--- src/hw/rtl/cdma_pkg.sv ---
package cdma_pkg;

  localparam int CHUNK_BYTES = 64;
  localparam int DATA_W      = 32;
  localparam int OFF_W       = 6;
  localparam int BYTES_W     = 7;

  localparam logic [DATA_W-1:0] CHUNK_LEN = DATA_W'(CHUNK_BYTES);

  // register map, bus byte offsets
  localparam logic [OFF_W-1:0] OFF_SRC    = 6'h00;
  localparam logic [OFF_W-1:0] OFF_DST    = 6'h08;
  localparam logic [OFF_W-1:0] OFF_LEN    = 6'h10;
  localparam logic [OFF_W-1:0] OFF_CTRL   = 6'h18;
  localparam logic [OFF_W-1:0] OFF_STATUS = 6'h20;

  localparam int START_BIT = 0;

  typedef enum logic [1:0] {
    REQ_BUS_RD  = 2'd0,
    REQ_BUS_WR  = 2'd1,
    REQ_RD_DONE = 2'd2,
    REQ_WR_DONE = 2'd3
  } req_type_t;

  typedef enum logic [1:0] {
    ST_IDLE = 2'd0,
    ST_BUSY = 2'd1,
    ST_DONE = 2'd2
  } status_t;

  localparam logic [1:0] MEM_NONE = 2'd0;
  localparam logic [1:0] MEM_RD   = 2'd1;
  localparam logic [1:0] MEM_WR   = 2'd2;

  typedef struct packed {
    logic [DATA_W-1:0]  read_data;
    logic               bad_offset;
    logic [1:0]         mem_cmd;
    logic [DATA_W-1:0]  mem_addr;
    logic [BYTES_W-1:0] mem_bytes;
  } result_t;

  function automatic logic [DATA_W-1:0] chunk_of(input logic [DATA_W-1:0] len);
    return (len < CHUNK_LEN) ? len : CHUNK_LEN;
  endfunction

endpackage

--- src/hw/rtl/chunked_dma_copy_controller.sv ---
// Single-channel chunked DMA copy engine with a bus register file (source, destination,
// length, control, status). Every request (bus read, bus write, memory read-done, memory
// write-done) yields exactly one result carrying read data, an invalid-offset flag and the
// memory request issued, if any. One request is accepted per cycle unless a stalled result
// has filled both registers; its result is presented once it has passed the input register
// and the result register, and the engine state is updated as a request moves between them. A stalled
// result holds the pipeline only once both registers are full.
module chunked_dma_copy_controller (
  input  logic        clk,
  input  logic        rst_n,
  input  logic        in_valid,
  output logic        in_ready,
  input  logic [1:0]  in_req_type,
  input  logic [5:0]  in_reg_offset,
  input  logic [31:0] in_write_data,
  output logic        out_valid,
  input  logic        out_ready,
  output logic [31:0] out_read_data,
  output logic        out_bad_offset,
  output logic [1:0]  out_mem_cmd,
  output logic [31:0] out_mem_addr,
  output logic [6:0]  out_mem_bytes
);

  // input register
  logic                                s1_valid_r;
  logic [1:0]                          s1_type_r;
  logic [cdma_pkg::OFF_W-1:0]          s1_off_r;
  logic [cdma_pkg::DATA_W-1:0]         s1_data_r;

  // engine state
  logic [cdma_pkg::DATA_W-1:0] src_r, src_nxt;
  logic [cdma_pkg::DATA_W-1:0] dst_r, dst_nxt;
  logic [cdma_pkg::DATA_W-1:0] len_r, len_nxt;
  logic [cdma_pkg::DATA_W-1:0] ctrl_r, ctrl_nxt;
  cdma_pkg::status_t           status_r, status_nxt;
  logic                        busy_r, busy_nxt;
  logic                        await_wr_r, await_wr_nxt;

  // result register
  logic              out_valid_r;
  cdma_pkg::result_t res_r, res_nxt;

  logic advance;
  logic [cdma_pkg::DATA_W-1:0] chunk_cur;
  logic [cdma_pkg::DATA_W-1:0] len_sub;
  logic [cdma_pkg::DATA_W-1:0] src_sum;
  logic [cdma_pkg::DATA_W-1:0] chunk_sub;

  assign advance  = s1_valid_r && (!out_valid_r || out_ready);
  assign in_ready = !s1_valid_r || advance;

  assign chunk_cur = cdma_pkg::chunk_of(len_r);
  assign len_sub   = len_r - chunk_cur;
  assign src_sum   = src_r + chunk_cur;
  assign chunk_sub = cdma_pkg::chunk_of(len_sub);

  always_comb begin
    src_nxt      = src_r;
    dst_nxt      = dst_r;
    len_nxt      = len_r;
    ctrl_nxt     = ctrl_r;
    status_nxt   = status_r;
    busy_nxt     = busy_r;
    await_wr_nxt = await_wr_r;
    res_nxt      = '0;
    case (cdma_pkg::req_type_t'(s1_type_r))
      cdma_pkg::REQ_BUS_RD: begin
        case (s1_off_r)
          cdma_pkg::OFF_SRC:    res_nxt.read_data = src_r;
          cdma_pkg::OFF_DST:    res_nxt.read_data = dst_r;
          cdma_pkg::OFF_LEN:    res_nxt.read_data = len_r;
          cdma_pkg::OFF_CTRL:   res_nxt.read_data = ctrl_r;
          cdma_pkg::OFF_STATUS: res_nxt.read_data = {{(cdma_pkg::DATA_W-2){1'b0}}, status_r};
          default:              res_nxt.bad_offset = 1'b1;
        endcase
      end
      cdma_pkg::REQ_BUS_WR: begin
        case (s1_off_r)
          cdma_pkg::OFF_SRC: src_nxt = s1_data_r;
          cdma_pkg::OFF_DST: dst_nxt = s1_data_r;
          cdma_pkg::OFF_LEN: len_nxt = s1_data_r;
          cdma_pkg::OFF_CTRL: begin
            ctrl_nxt = s1_data_r;
            if (s1_data_r[cdma_pkg::START_BIT] && !busy_r) begin
              await_wr_nxt = 1'b0;
              if (len_r == '0) begin
                status_nxt = cdma_pkg::ST_DONE;
              end else begin
                busy_nxt          = 1'b1;
                status_nxt        = cdma_pkg::ST_BUSY;
                res_nxt.mem_cmd   = cdma_pkg::MEM_RD;
                res_nxt.mem_addr  = src_r;
                res_nxt.mem_bytes = chunk_cur[cdma_pkg::BYTES_W-1:0];
              end
            end
          end
          default: res_nxt.bad_offset = 1'b1;
        endcase
      end
      cdma_pkg::REQ_RD_DONE: begin
        if (busy_r && !await_wr_r) begin
          if (len_r == '0) begin
            // length cleared mid-transfer
            busy_nxt   = 1'b0;
            status_nxt = cdma_pkg::ST_DONE;
          end else begin
            await_wr_nxt      = 1'b1;
            res_nxt.mem_cmd   = cdma_pkg::MEM_WR;
            res_nxt.mem_addr  = dst_r;
            res_nxt.mem_bytes = chunk_cur[cdma_pkg::BYTES_W-1:0];
          end
        end
      end
      cdma_pkg::REQ_WR_DONE: begin
        if (busy_r && await_wr_r) begin
          src_nxt      = src_sum;
          dst_nxt      = dst_r + chunk_cur;
          len_nxt      = len_sub;
          await_wr_nxt = 1'b0;
          if (len_sub == '0) begin
            busy_nxt   = 1'b0;
            status_nxt = cdma_pkg::ST_DONE;
          end else begin
            res_nxt.mem_cmd   = cdma_pkg::MEM_RD;
            res_nxt.mem_addr  = src_sum;
            res_nxt.mem_bytes = chunk_sub[cdma_pkg::BYTES_W-1:0];
          end
        end
      end
      default: ;
    endcase
  end

  always_ff @(posedge clk) begin
    if (!rst_n) begin
      s1_valid_r  <= 1'b0;
      out_valid_r <= 1'b0;
      src_r       <= '0;
      dst_r       <= '0;
      len_r       <= '0;
      ctrl_r      <= '0;
      status_r    <= cdma_pkg::ST_IDLE;
      busy_r      <= 1'b0;
      await_wr_r  <= 1'b0;
    end else begin
      if (in_ready) begin
        s1_valid_r <= in_valid;
      end
      if (advance) begin
        out_valid_r <= 1'b1;
        src_r       <= src_nxt;
        dst_r       <= dst_nxt;
        len_r       <= len_nxt;
        ctrl_r      <= ctrl_nxt;
        status_r    <= status_nxt;
        busy_r      <= busy_nxt;
        await_wr_r  <= await_wr_nxt;
      end else if (out_ready) begin
        out_valid_r <= 1'b0;
      end
    end
  end

  always_ff @(posedge clk) begin
    if (in_ready && in_valid) begin
      s1_type_r <= in_req_type;
      s1_off_r  <= in_reg_offset;
      s1_data_r <= in_write_data;
    end
    if (advance) begin
      res_r <= res_nxt;
    end
  end

  assign out_valid      = out_valid_r;
  assign out_read_data  = res_r.read_data;
  assign out_bad_offset = res_r.bad_offset;
  assign out_mem_cmd    = res_r.mem_cmd;
  assign out_mem_addr   = res_r.mem_addr;
  assign out_mem_bytes  = res_r.mem_bytes;

endmodule

--- config.mk ---
export PLATFORM = sky130hd
export DESIGN_NAME = chunked_dma_copy_controller
export DESIGN_NICKNAME = d
export VERILOG_FILES = /design/src/hw/rtl/cdma_pkg.sv /design/src/hw/rtl/chunked_dma_copy_controller.sv
export SDC_FILE = /design/constraint.sdc
export NUM_CORES = 1
export LEC_CHECK = 0
export BUFFER_PORTS_ARGS = -buffer_cell sky130_fd_sc_hd__buf_2
export CAP_MARGIN = 30
export CORE_ASPECT_RATIO = 0.8
export CORE_MARGIN = 5
export CORE_UTILIZATION = 50
export CTS_CLUSTER_SIZE = 30
export DETAILED_ROUTE_END_ITERATION = 10
export GPL_ROUTABILITY_DRIVEN = 1
export MAX_ROUTING_LAYER = met4
export PLACE_DENSITY = 0.67
export SYNTH_ARGS = -nofsm -noshare
export SYNTH_HDL_FRONTEND = slang
export SYNTH_SLANG_ARGS = --single-unit
--- constraint.sdc ---
create_clock -name clk -period 12.22 [get_ports clk]
set_clock_uncertainty 0.15 [all_clocks]
set_input_delay 1.222 -clock clk [delete_from_list [all_inputs] [get_ports clk]]
set_output_delay 1.222 -clock clk [all_outputs]
set_load 0.02 [all_outputs]
==> results.cfg <==
[outcome]
outcome = complete, no violations

[place]
pre_cts_ws_ns = 5.920
place_area_sq_um = 15180
hpwl_mm = 29.92
place.gp.congestion = 0.9595
dp_cells = 2058
io_buffers = 119

[grt]
grt_pass1_wl_mm = 69.57
grt.overflow.total = 0
first_global_vias = 12100
grt_usage = 0.2779
grt_max_degree = 63
antenna_found_initial = 0

[critical_path]
worstSetupPathType = reg2reg
cp_cell_sequence = or3_1, nor3_2, and3_1, nand2_1, inv_1, ha_1, a211oi_1, o211ai_1, a31o_2, a2111oi_2, o21bai_1, o31ai_1, o31ai_1, nor2_1, o31ai_1, a21o_1
crit_path_max_incr_delay_ns = 0.86
required_ns = 12.38
end_kind = register
arrival_ns = 6.58
cpMaxStageDelayCell = o31ai_1
critPathLaunchType = register
cp_top_family = compound AO/OA/AOI/OAI gates
cp_max_fo = 20
r2r_setup_slack_ns = 5.80
crit_buf_inv = 1
critPathMostFrequentCell = o31ai_1

[clocking]
cts_setup_buffers = 0
cts-htree-levels = 1
clock_latency_ns = 0.55
cts_inserted_buffers = 27
cts.repair.resized = 0
clock-root-buffer = clkbuf_16
clkTransAtPathRegs_ns = 0.07
cts.sinks = 248
hold_buffers = 0
tritoncts = done
cts_buffer_depth = 3

[logic_synthesis]
synthTopCellsByArea = edfxtp_1, dfxtp_1, nand2_1
synth_top_area_share = 0.2420
syn_area_sq_um = 14140
synth-seq-cells = 248
synth_ff_type = dfxtp_1
synth_cell_types = 79
async_reset_ff_frac = 0
yosysWarnings = 0
avgSynthCellArea_sq_um = 8.812
ys_seq_area_frac = 0.4317
yosys.area.top_type = edfxtp_1
synth_edf_count = 114
syn_inst = 1605

[sta]
rsz0062_at_grt = no
slew_headroom = 0.2942
layout_min_cycle_time_ns = 6.422
max_clock_freq_mhz = 155.7
report.final.slew_viol_count = 0
hold_ws_ns = 0.3055
min_period_over_period = 0.5256
hold_violations = 0
setup-violations-final = 0
worst_slew_pin_slew_ns = 1.059
worst_slack_ns = 5.798
setup_tns_ns = 0

[detailed_routing]
dr.first_iter.drc_count = 1402
antenna_left = 0
wl_per_cell_um = 21.03
first_pass_iters = 8
routed_wl_mm = 44.33
vias_per_cell = 6.248
drc_errors = 0
vias = 13170

[die]
start_util = 0.5037
die_w_um = 198.0
die_area_sq_um = 31770
fp.dieH_um = 160.4
coreArea_sq_um = 28080
io_pins = 120
num_rows = 55

[run]
max_cap_violations = 0

[power]
p_total_mw = 1.841
power.density_nw_per_um2 = 114.6
p_leak_nw = 6.068
vdd_ir_drop_max_mv = 0.1149

[cells_and_area]
utilization = 0.5722
final_cells = 2108
syn2layout_area_growth_pct = 13.60
fin_area_sq_um = 16070
drive_gt1_frac = 0.1266
nNetsFinal = 1827
insertedDiodeCount = 0

[hold_path]
hold_path.class = reg2reg
[worst reg2reg max path: cells and delay by family (launching register included)]
family                     cells  cell delay, ns
AOI/OAI and AO/OA              9            3.26
and+or+nand+nor                5            1.94
buffers and inverters          1            0.17
adders and majority gates      1            0.26
DFF                            1            0.39
[layout make-up]
cell class                 instances  area [sq um]
tap                              370         462.9
sequential                       248          6106
timing repair buffer             138         750.7
multi-input combinational       1277          7785
clock inverter                    12         111.4
inverter                          26         97.59
fill                            2522         12010
clock buffer                      37         753.2
[path summary, 6_finish.rpt]
check                         start                    endpoint  cells after the start
min          ctrl_r[3]$_SDFFE_PN0P_      ctrl_r[3]$_SDFFE_PN0P_                      2
max           len_r[8]$_SDFFE_PN0P_  out_mem_addr[31]$_DFFE_PP_                     16
max reg2reg   len_r[8]$_SDFFE_PN0P_  out_mem_addr[31]$_DFFE_PP_                     16
min reg2reg  ctrl_r[3]$_SDFFE_PN0P_      ctrl_r[3]$_SDFFE_PN0P_                      2
[placed cells by master, fill, tap and decap left out, drive strengths merged, types with 22 or more instances in the layout]
cell    instances
nand2         228
inv            26
edfxtp        114
clkbuf         37
xnor2          27
ha             63
a22oi          49
o21ai         163
buf           138
nor3           23
a31oi          34
xor2           22
dfxtp         134
nand3          27
a222oi         31
a21oi         149
o211ai         34
nor2          130
conb           49
[where the power goes]
| group | internal (mW) | switching [mW] |
|---|---|---|
| registers | 0.886 | 0.0108 |
| clock network | 0.471 | 0.342 |
| logic | 0.0391 | 0.0928 |
| total | 1.40 | 0.446 |
[sequential cells by signal, indices dropped and copies added (netlist names), 7 cells and up]
name	cells
ctrl_r	32
dst_r	32
len_r	32
out_mem_addr	32
out_mem_bytes	7
out_read_data	32
s1_data_r	32
src_r	32
[cell families after synthesis]
logic type / count (synthesis) / synth area share
buf+inv: 127 / 0.03503
xor+xnor: 49 / 0.03034
other cells: 2 / 0.0005310
simple gates: 509 / 0.1643
fa+ha+maj: 65 / 0.05856
flops: 248 / 0.4317
mux: 6 / 0.004335
compound gates: 599 / 0.2752
[cell usage after synthesis (all sizes together), types with 18 or more instances]
cell type	instances
inv	26
nand2	228
o211ai	34
a211oi	18
nor3	23
nor2	130
xnor2	27
nand3	27
a21oi	149
a22oi	49
clkbuf	91
a222oi	31
a31oi	34
dfxtp	134
a21o	21
xor2	22
o21ai	163
edfxtp	114
ha	63
[routing by layer]
metal	routed length, um	vias up	part of all wire	global-route usage
li1	-	6217	-	-
met2	19010	613	0.43	0.4001
met4	881	0	0.020	0.05726
met3	3714	69	0.084	0.04551
met1	20730	6272	0.47	0.4148
met5	0	-	0	-
Note: power is estimated with default switching activity, not from simulation.
